File: config.mk
export PLATFORM = sky130hd
export DESIGN_NAME = serial_wheel_mouse_packet_decoder
export DESIGN_NICKNAME = d
export VERILOG_FILES = /design/src/rtl/core/swm_pkg.sv /design/src/rtl/core/swm_window.sv /design/src/rtl/core/serial_wheel_mouse_packet_decoder.sv
export SDC_FILE = /design/constraint.sdc
export NUM_CORES = 1
export LEC_CHECK = 0
export ABC_AREA = 1
export BUFFER_PORTS_ARGS = -buffer_cell sky130_fd_sc_hd__buf_2
export CAP_MARGIN = 30
export CORE_MARGIN = 1.5
export CORE_UTILIZATION = 50
export DETAILED_ROUTE_END_ITERATION = 16
export HOLD_SLACK_MARGIN = 0.02
export PLACE_DENSITY_LB_ADDON = 0.1
export SLEW_MARGIN = 20
export SYNTH_ARGS = -nofsm -noshare
export SYNTH_HDL_FRONTEND = slang
export SYNTH_SLANG_ARGS = --single-unit
File: constraint.sdc
create_clock -name i_clk -period 1.7 [get_ports i_clk]
set_input_delay 0 -clock i_clk [delete_from_list [all_inputs] [get_ports i_clk]]
set_output_delay 0 -clock i_clk [all_outputs]
set_load 0.005 [all_outputs]
File: src/rtl/core/swm_pkg.sv
// ----------------------------------------------------------------------------
// swm_pkg
// Types and constants shared by the serial wheel mouse packet decoder.
// ----------------------------------------------------------------------------
package swm_pkg;

    localparam int unsigned BYTE_W   = 8;
    localparam int unsigned WIN_DEPTH = 3;
    localparam int unsigned SYNC_POS = 6;

    typedef logic [1:0] t_count;

    localparam t_count COUNT_EMPTY = 2'd0;
    localparam t_count COUNT_FULL  = 2'd3;

    typedef struct packed {
        logic              header_error;
        logic [2:0]        buttons;
        logic signed [7:0] delta_x;
        logic signed [7:0] delta_y;
        logic signed [3:0] delta_wheel;
    } t_result;

    // Header bits 5:4 (left, right) mapped onto the result button layout.
    function automatic logic [2:0] button_map(input logic [1:0] idx);
        logic [2:0] btn;
        unique case (idx)
            2'd0:    btn = 3'd0;
            2'd1:    btn = 3'd1;
            2'd2:    btn = 3'd4;
            2'd3:    btn = 3'd5;
            default: btn = 3'd0;
        endcase
        return btn;
    endfunction

endpackage

File: src/rtl/core/swm_window.sv
// ----------------------------------------------------------------------------
// swm_window
// Byte window of the packet decoder with the sync check and packet decode.
// ----------------------------------------------------------------------------
module swm_window (
    input  logic                           i_clk,
    input  logic                           i_rst_n,
    input  logic                           i_step,
    input  logic [swm_pkg::BYTE_W-1:0]     i_byte,
    output logic                           o_res_vld,
    output swm_pkg::t_result               o_res
);
    import swm_pkg::*;

    logic [BYTE_W-1:0] r_bytes [WIN_DEPTH];
    t_count            r_count;
    t_count            n_count;
    logic              full;
    logic              synced;
    logic [BYTE_W-1:0] hdr;
    logic [BYTE_W-1:0] b1;
    logic [BYTE_W-1:0] b2;
    logic [2:0]        btn;

    assign hdr    = r_bytes[0];
    assign b1     = r_bytes[1];
    assign b2     = r_bytes[2];
    assign full   = (r_count == COUNT_FULL);
    assign synced = hdr[SYNC_POS];

    assign o_res_vld = full;

    always_comb begin
        btn = button_map(hdr[5:4]) | {1'b0, i_byte[4], 1'b0};
        o_res = '0;
        if (!synced) begin
            o_res.header_error = 1'b1;
        end else begin
            o_res.buttons     = btn;
            o_res.delta_x     = {hdr[1:0], b1[5:0]};
            o_res.delta_y     = {hdr[3:2], b2[5:0]};
            o_res.delta_wheel = i_byte[3:0];
        end
    end

    always_comb begin
        n_count = r_count;
        if (i_step) begin
            priority if (!full) begin
                n_count = r_count + 2'd1;
            end else if (!synced) begin
                n_count = COUNT_FULL;
            end else begin
                n_count = COUNT_EMPTY;
            end
        end
    end

    always_ff @(posedge i_clk) begin
        if (!i_rst_n) begin
            r_count <= COUNT_EMPTY;
        end else begin
            r_count <= n_count;
        end
    end

    always_ff @(posedge i_clk) begin
        if (i_step) begin
            if (!full) begin
                r_bytes[r_count] <= i_byte;
            end else if (!synced) begin
                r_bytes[0] <= b1;
                r_bytes[1] <= b2;
                r_bytes[2] <= i_byte;
            end
        end
    end

    a_short_no_result: assert property (@(posedge i_clk) disable iff (!i_rst_n)
        (r_count != COUNT_FULL) |-> !o_res_vld)
        else $error("Result flagged before the window was full.");

    a_error_keeps_three: assert property (@(posedge i_clk) disable iff (!i_rst_n)
        (i_step && o_res_vld && o_res.header_error) |=> (r_count == COUNT_FULL))
        else $error("Header error did not keep three bytes.");

    a_packet_empties: assert property (@(posedge i_clk) disable iff (!i_rst_n)
        (i_step && o_res_vld && !o_res.header_error) |=> (r_count == COUNT_EMPTY))
        else $error("Packet did not empty the window.");

endmodule

File: src/rtl/core/serial_wheel_mouse_packet_decoder.sv
// ----------------------------------------------------------------------------
// serial_wheel_mouse_packet_decoder
// Decodes four-byte serial wheel mouse packets into buttons and deltas.
// ----------------------------------------------------------------------------
// The block takes one received byte per request, at up to one byte every
// cycle, and gives one result for each byte that arrives while its window
// holds three bytes: a decoded packet when the window's first byte carries
// the sync bit, or a header error after which the window slides forward by
// one byte. A byte passes an input register, the window update and decode,
// and lands in the result register; a stalled result blocks new bytes only
// when another result is due.
module serial_wheel_mouse_packet_decoder (
    input  logic              i_clk,
    input  logic              i_rst_n,
    input  logic              i_valid,
    output logic              o_ready,
    input  logic [7:0]        i_rx_byte,
    output logic              o_valid,
    input  logic              i_ready,
    output logic              o_header_error,
    output logic [2:0]        o_buttons,
    output logic signed [7:0] o_delta_x,
    output logic signed [7:0] o_delta_y,
    output logic signed [3:0] o_delta_wheel
);
    import swm_pkg::*;

    logic              r_in_vld;
    logic [BYTE_W-1:0] r_in_byte;
    logic              r_out_vld;
    t_result           r_out;
    logic              res_vld;
    t_result           res;
    logic              out_free;
    logic              step;

    assign out_free = !r_out_vld || i_ready;
    assign step     = r_in_vld && (!res_vld || out_free);
    assign o_ready  = !r_in_vld || step;

    swm_window u_window (
        .i_clk     (i_clk),
        .i_rst_n   (i_rst_n),
        .i_step    (step),
        .i_byte    (r_in_byte),
        .o_res_vld (res_vld),
        .o_res     (res)
    );

    always_ff @(posedge i_clk) begin
        if (!i_rst_n) begin
            r_in_vld  <= 1'b0;
            r_out_vld <= 1'b0;
        end else begin
            if (o_ready) begin
                r_in_vld <= i_valid;
            end
            if (step && res_vld) begin
                r_out_vld <= 1'b1;
            end else if (i_ready) begin
                r_out_vld <= 1'b0;
            end
        end
    end

    always_ff @(posedge i_clk) begin
        if (o_ready && i_valid) begin
            r_in_byte <= i_rx_byte;
        end
        if (step && res_vld) begin
            r_out <= res;
        end
    end

    assign o_valid        = r_out_vld;
    assign o_header_error = r_out.header_error;
    assign o_buttons      = r_out.buttons;
    assign o_delta_x      = r_out.delta_x;
    assign o_delta_y      = r_out.delta_y;
    assign o_delta_wheel  = r_out.delta_wheel;

    a_stall_has_byte: assert property (@(posedge i_clk) disable iff (!i_rst_n)
        !o_ready |-> (r_in_vld && r_out_vld && !i_ready))
        else $error("Input stalled without a pending result.");

    a_result_loaded: assert property (@(posedge i_clk) disable iff (!i_rst_n)
        (step && res_vld) |=> o_valid)
        else $error("Decoded result was not presented.");

    a_error_clean: assert property (@(posedge i_clk) disable iff (!i_rst_n)
        (o_valid && o_header_error) |-> (o_buttons == 3'd0 && o_delta_x == 8'sd0
            && o_delta_y == 8'sd0 && o_delta_wheel == 4'sd0))
        else $error("Header error result carries packet fields.");

endmodule

==> impl_metrics.csv, run 1 <==
group,metric,value,unit
critical_path,regToRegEndpoint,"u_window.r_bytes[1][1]$_DFFE_PP_",
placement,dp_hpwl,2554,µm
critical_path,r2r_slack,0.17,ns
clock_tree,cts_tree,"done",
placement,dp_slack,0.1626,ns
timing,worst_slew_pin_slew,0.3376,ns
clock_tree,cts_setup_buffers,0,
critical_path,crit_fanout,7,
grt,grt_pass1_vias,1362,
die,dieArea,5117,µm²
critical_path,cp_data_required_time,1.68,ns
detailed_routing,via_per_inst,4.628,
timing,hold_violations,0,
power_and_ir_drop,power_density,873.8,nW/µm²
layout,nets,254,
grt,grt_max_degree,26,
outcome,outcome,"completed",
synthesis,avgSynthCellArea,12.63,µm²
critical_path,start_kind,"flip-flop",
timing,rsz0062_at_grt,"false",
detailed_routing,drt_first_pass_iters,6,
run,cap_violations,0,
timing,tns,0,ns
placement,io_buffers,36,
clock_tree,cts-resized-gates,0,
die,initial_core_util,52.84,%
synthesis,yosysTopAreaCell,"edfxtp_1",
synthesis,async_flop_share,0,%
timing,max_freq,0.6531,GHz
min_path,hold_end,"r_in_vld$_SDFFE_PN0P_",
timing,layout_min_cycle_time,1.531,ns
synthesis,synth_common_cells,"edfxtp_1 (52), inv_1 (46), nand2_1 (39)",
timing,fin_ws,0.1689,ns
clock_tree,clk_latency,0.30,ns
die,die_x,71.54,µm
grt,grt.total_usage,15.59,%
synthesis,syn_area,2349,µm²
die,fp.dieH,71.54,µm
timing,setup_violations,0,
detailed_routing,drc_errors,0,
detailed_routing,detail_route.wl_per_cell,12.38,µm
placement,place_inst,273,
placement,placed_cell_area,2591,µm²
critical_path,r2r_cells,5,
detailed_routing,postRouteAntennaNets,0,
layout,syn2layout_area_growth,17.74,%
power_and_ir_drop,peakVddDrop,636.2,µV
layout,layout-drive-gt1-share,28.57,%
clock_tree,htree_num_levels,2,
power_and_ir_drop,total_power,2.416,mW
clock_tree,cts_buffers,5,
synthesis,synth_most_common_cell,"edfxtp_1",
clock_tree,path_clk_slew,0.09,ns
clock_tree,cts_sinks,56,
layout,final_core_util,62.22,%
synthesis,synthesis.nets,203,
timing,report.final.slew_viol_count,0,
synthesis,syn_inst,186,
synthesis,yosys-top-cells-area,"edfxtp_1 (66%), inv_1 (7.4%), nand2_1 (6.2%)",
placement,globalplace.congestion,0.7811,
timing,period_share,90.07,%
timing,clock_skew,0.002953,ns
synthesis,synth_edf_count,52,
timing,slew_headroom,77.44,%
synthesis,ys_warn_count,0,
detailed_routing,wl,3591,µm
synthesis,ys_seq_elements,56,
detailed_routing,vias,1342,
layout,layout.cells.non_filler,290,
clock_tree,postCtsHoldBufs,9,
die,core_area,4444,µm²
power_and_ir_drop,total_leakage_power,1.298,nW
min_path,hold_class,"primary input to flip-flop",
die,pin_count,38,
clock_tree,cts_root_buf,"clkbuf_8",
layout,final_area,2765,µm²
critical_path,crit_path_end_kind,"flip-flop",
synthesis,ys.flop_type,"edfxtp_1",
grt,grt-ovfl-total,0,
grt,antenna_found_initial,0,
min_path,holdCritStartpoint,"i_ready",
critical_path,r2r_start,"u_window.r_count[0]$_SDFFE_PN0P_",
critical_path,arrival,1.51,ns
layout,diodes,0,
synthesis,netlist.area_leader.share,66.49,%
critical_path,crit_type,"flip-flop to flip-flop",
synthesis,seq_area_frac_synth,69.90,%
timing,hold_slack,0.05293,ns
die,rows,24,
synthesis,synth.distinct_cells,20,
detailed_routing,first_iter_violations,42,
grt,grt_pass1_wl,6009,µm
clock_tree,clockBufferDepth,2,
min_path,hold_depth,4,
## worst max-delay path by stage
stage / from / endpoint / slack [ns] / depth (start not counted)
4_1_cts: u_window.r_count[0]$_SDFFE_PN0P_ / u_window.r_bytes[1][2]$_DFFE_PP_ / 0.15 / 5
3_3_place_gp: u_window.r_count[0]$_SDFFE_PN0P_ / u_window.r_bytes[1][2]$_DFFE_PP_ / 0.20 / 5
2_1_floorplan: u_window.r_count[0]$_SDFFE_PN0P_ / o_buttons[0]$_SDFFCE_PN0P_ / 0.07 / 4
5_1_grt: u_window.r_count[0]$_SDFFE_PN0P_ / u_window.r_bytes[0][1]$_DFFE_PP_ / 0.09 / 5
6_report: u_window.r_count[0]$_SDFFE_PN0P_ / u_window.r_bytes[1][1]$_DFFE_PP_ / 0.17 / 5
3_5_place_dp: u_window.r_count[0]$_SDFFE_PN0P_ / u_window.r_bytes[1][1]$_DFFE_PP_ / 0.16 / 5
## layout by cell type (no fill, tap or decap), types with 2 or more instances in the layout
| cell | instances |
|---|---|
| edfxtp_1 | 52 |
| inv_1 | 46 |
| nand2_1 | 39 |
| buf_2 | 36 |
| o21ai_2 | 14 |
| dlygate4sd3_1 | 9 |
| ha_1 | 5 |
| clkbuf_8 | 5 |
| nand3_1 | 4 |
| nor2_1 | 4 |
| dfxtp_1 | 4 |
| buf_4 | 4 |
| nand2_4 | 3 |
| o21ai_0 | 2 |
## cells by family (layout without fill, tap and decap cells)
family / count (synthesis) / in the layout / synth area share (%)
flip-flops: 56 / 56 / 69.90
AND/OR/NAND/NOR: 54 / 54 / 11.45
buffers and inverters: 53 / 105 / 9.749
AO/OA/AOI/OAI: 18 / 18 / 6.233
adder cells (fa/ha/maj): 5 / 5 / 2.664
## per-layer routing
| layer | vias to the layer above | wire length, µm | track usage (%) | part of all wire, % |
|---|---|---|---|---|
| met2 | 37 | 1780 | 27.21 | 50 |
| li1 | 690 | - | - | - |
| met5 | - | 0 | 0 | 0 |
| met3 | 10 | 136 | 4.219 | 3.8 |
| met1 | 605 | 1598 | 18.62 | 45 |
| met4 | 0 | 75 | 5.660 | 2.1 |
## report_power, final
group	switching (mW)	internal [mW]	total (mW)
registers	0.0286	1.55	1.58
clock network	0.405	0.287	0.692
logic	0.0821	0.0644	0.147
total	0.516	1.90	2.42
## area by class of cell
class	count	area, µm²
clock buffer	6	72.57
sequential	56	1642
inverter	47	176.4
tap	52	65.06
multi-input combinational	77	478.0
clock inverter	2	11.26
timing repair buffer	50	320.3
fill	351	1679
## worst max-delay path, cell delays in order (launching register included)
cell and delay (ns):
dfxtp_1 0.41, ha_1 0.23, inv_2 0.07, nor2_8 0.09
nand3_4 0.11, nand2_1 0.30
## flip-flops by register name, summed over array words and instances, names as in the netlist
signal and count:
u_window.r_bytes 21, o_delta_x 8, o_delta_y 8, o_delta_wheel 4, r_in_byte 7, r_in_vld 1
u_window.r_count 2, o_buttons 3, o_valid 1, o_header_error 1
Note: power is estimated with default switching activity, not from simulation.
==> run 2, diff against run 1 <==
Clock period 1.7 ns to 1.5 ns, I/O delays scaled along.
==> impl_metrics.csv, run 2 (same netlist as run 1, synthesis figures left out) <==
group,metric,value,unit
layout,largest_register_ffs,21,
timing,fin_ws,0.02424,ns
detailed_routing,detail_route.wl_per_cell,11.96,µm
clock_tree,cts_sinks,56,
critical_path,start_kind,"flip-flop",
grt,grt_max_degree,26,
power_and_ir_drop,peakVddDrop,649.3,µV
critical_path,path_cells,"ha_2, inv_2, nor2_8, nand3_4, nand2_1",
power_and_ir_drop,combPwrFrac,5.8,%
clock_tree,cts_root_buf,"clkbuf_8",
power_and_ir_drop,p_int,2.316,mW
power_and_ir_drop,power_density,1027,nW/µm²
timing,report.final.slew_viol_count,0,
grt,grt_busiest_layer,"met2",
clock_tree,htree_num_levels,2,
placement,io_buffers,36,
die,fp.dieH,71.54,µm
outcome,outcome,"finished, violations left",
timing,setup_violations,0,
power_and_ir_drop,clkPwrFrac,32.4,%
timing,clock_skew,0.006973,ns
critical_path,arrival,1.46,ns
placement,dp_hpwl,2517,µm
timing,hold_slack,0.04780,ns
clock_tree,clockBufferDepth,2,
power_and_ir_drop,total_leakage_power,1.297,nW
detailed_routing,via_per_inst,4.683,
timing,worst_slew_pin_slew,0.3109,ns
timing,max_freq,0.6776,GHz
layout,syn2layout_area_growth,19.98,%
die,dieArea,5117,µm²
grt,grt_pass1_wl,5968,µm
critical_path,cpPeakStageDelay,0.39,ns
detailed_routing,wl,3469,µm
power_and_ir_drop,p_switching,578.0,µW
critical_path,cp_data_required_time,1.49,ns
layout,nets,254,
detailed_routing,postRouteAntennaNets,0,
timing,slew_headroom,79.25,%
clock_tree,cts_tree,"done",
layout,diodes,0,
clock_tree,clk_latency,0.30,ns
power_and_ir_drop,swShare,19.97,%
placement,globalplace.congestion,0.7772,
critical_path,crit_path_end_kind,"flip-flop",
timing,layout_min_cycle_time,1.476,ns
detailed_routing,drc_errors,3,
layout,final_common_cell,"edfxtp_1",
grt,grt.total_usage,15.42,%
critical_path,slowest_stage,"dfxtp_4",
die,rows,24,
timing,rsz0062_at_grt,"true",
grt,met1_usage,17.89,%
outcome,violations,"design-rule violations",
placement,dp_slack,-0.02137,ns
grt,met2_usage,27.10,%
grt,grtUsageMet3,4.219,%
timing,hold_violations,0,
layout,top_register,"u_window.r_bytes",
timing,period_share,98.38,%
detailed_routing,drt_first_pass_iters,10,
die,pin_count,38,
power_and_ir_drop,seqPwrFrac,61.8,%
layout,layout-drive-gt1-share,30.67,%
layout,final_core_util,63.40,%
critical_path,crit_fanout,10,
clock_tree,cts_buffers,5,
min_path,hold_class,"primary input to flip-flop",
die,initial_core_util,52.84,%
layout,layout_common_cells,"edfxtp_1 (52), inv_1 (45), nand2_1 (39), buf_2 (36), o21ai_2 (14)",
die,core_area,4444,µm²
die,die_x,71.54,µm
detailed_routing,first_iter_violations,55,
grt,antenna_found_initial,0,
grt,grt-ovfl-total,0,
run,cap_violations,0,
grt,grt_pass1_vias,1336,
critical_path,crit_type,"flip-flop to flip-flop",
layout,fillerInstances,354,
detailed_routing,vias,1358,
clock_tree,path_clk_slew,0.09,ns
run 2: metal layers:
metal / wire [µm] / vias to the layer above / share of wire [%]
met4: 20 / 0 / 0.58
met1: 1460 / 621 / 42
met5: 0 / - / 0
met3: 226 / 2 / 6.5
li1: - / 689 / -
met2: 1761 / 46 / 51
run 2: final cells by class:
type                    count  area, µm²  share of cell area, %
repair buffers             50      324.1                  11.50
inverters                  47      180.2                  6.394
clock buffers               5      68.82                  2.442
well taps                  52      65.06                  2.309
multi-input cells          77      493.0                  17.50
flip-flops and latches     56       1649                  58.53
clock inverters             3      37.54                  1.332
run 2: worst paths after layout:
kind                                         start                                to  slack (ns)  cells after the start
hold / removal                             i_ready             r_in_vld$_SDFFE_PN0P_        0.05                      4
setup / recovery  u_window.r_count[0]$_SDFFE_PN0P_  u_window.r_bytes[0][6]$_DFFE_PP_        0.02                      5
hold reg to reg             r_in_byte[0]$_DFFE_PP_  u_window.r_bytes[2][0]$_DFFE_PP_        0.50                      0
setup reg to reg  u_window.r_count[0]$_SDFFE_PN0P_  u_window.r_bytes[0][6]$_DFFE_PP_        0.02                      5
run 2: repair_timing:
| action | in CTS | in global routing |
|---|---|---|
| setup buffers | 0 | 0 |
| endpoints found under the setup margin | 27 | 27 |
| hold buffers | 9 | 0 |
| resized for setup | 1 | 3 |
| hold endpoints to repair | 11 | 0 |
run 2: metrics by stage:
stage / std cells / power (mW) / instance area, µm² / TNS (ns)
after floorplan: 186 / 1.928 / 2367 / 0
after global placement: 273 / 1.966 / 2610 / 0
after detailed placement: 273 / 1.978 / 2610 / -0.1646
after CTS: 290 / 2.914 / 2810 / -0.3950
after global routing: 290 / 3.012 / 2818 / -0.5335
final: 290 / 2.894 / 2818 / 0
run 2: power groups by stage:
stage	clock, mW	combinational (mW)	sequential [mW]
floorplan	0	0.115	1.81
detailed placement	0	0.150	1.83
CTS	0.953	0.169	1.79
global route	1.02	0.190	1.80
global placement	0	0.140	1.83
finish	0.937	0.168	1.79
run 2: critical path, delay by kind of cell, from the launching register on:
kind	cells	cell delay, ns
adders and majority gates	1	0.20
buffers and inverters	1	0.06
DFF	1	0.39
and+or+nand+nor	3	0.51
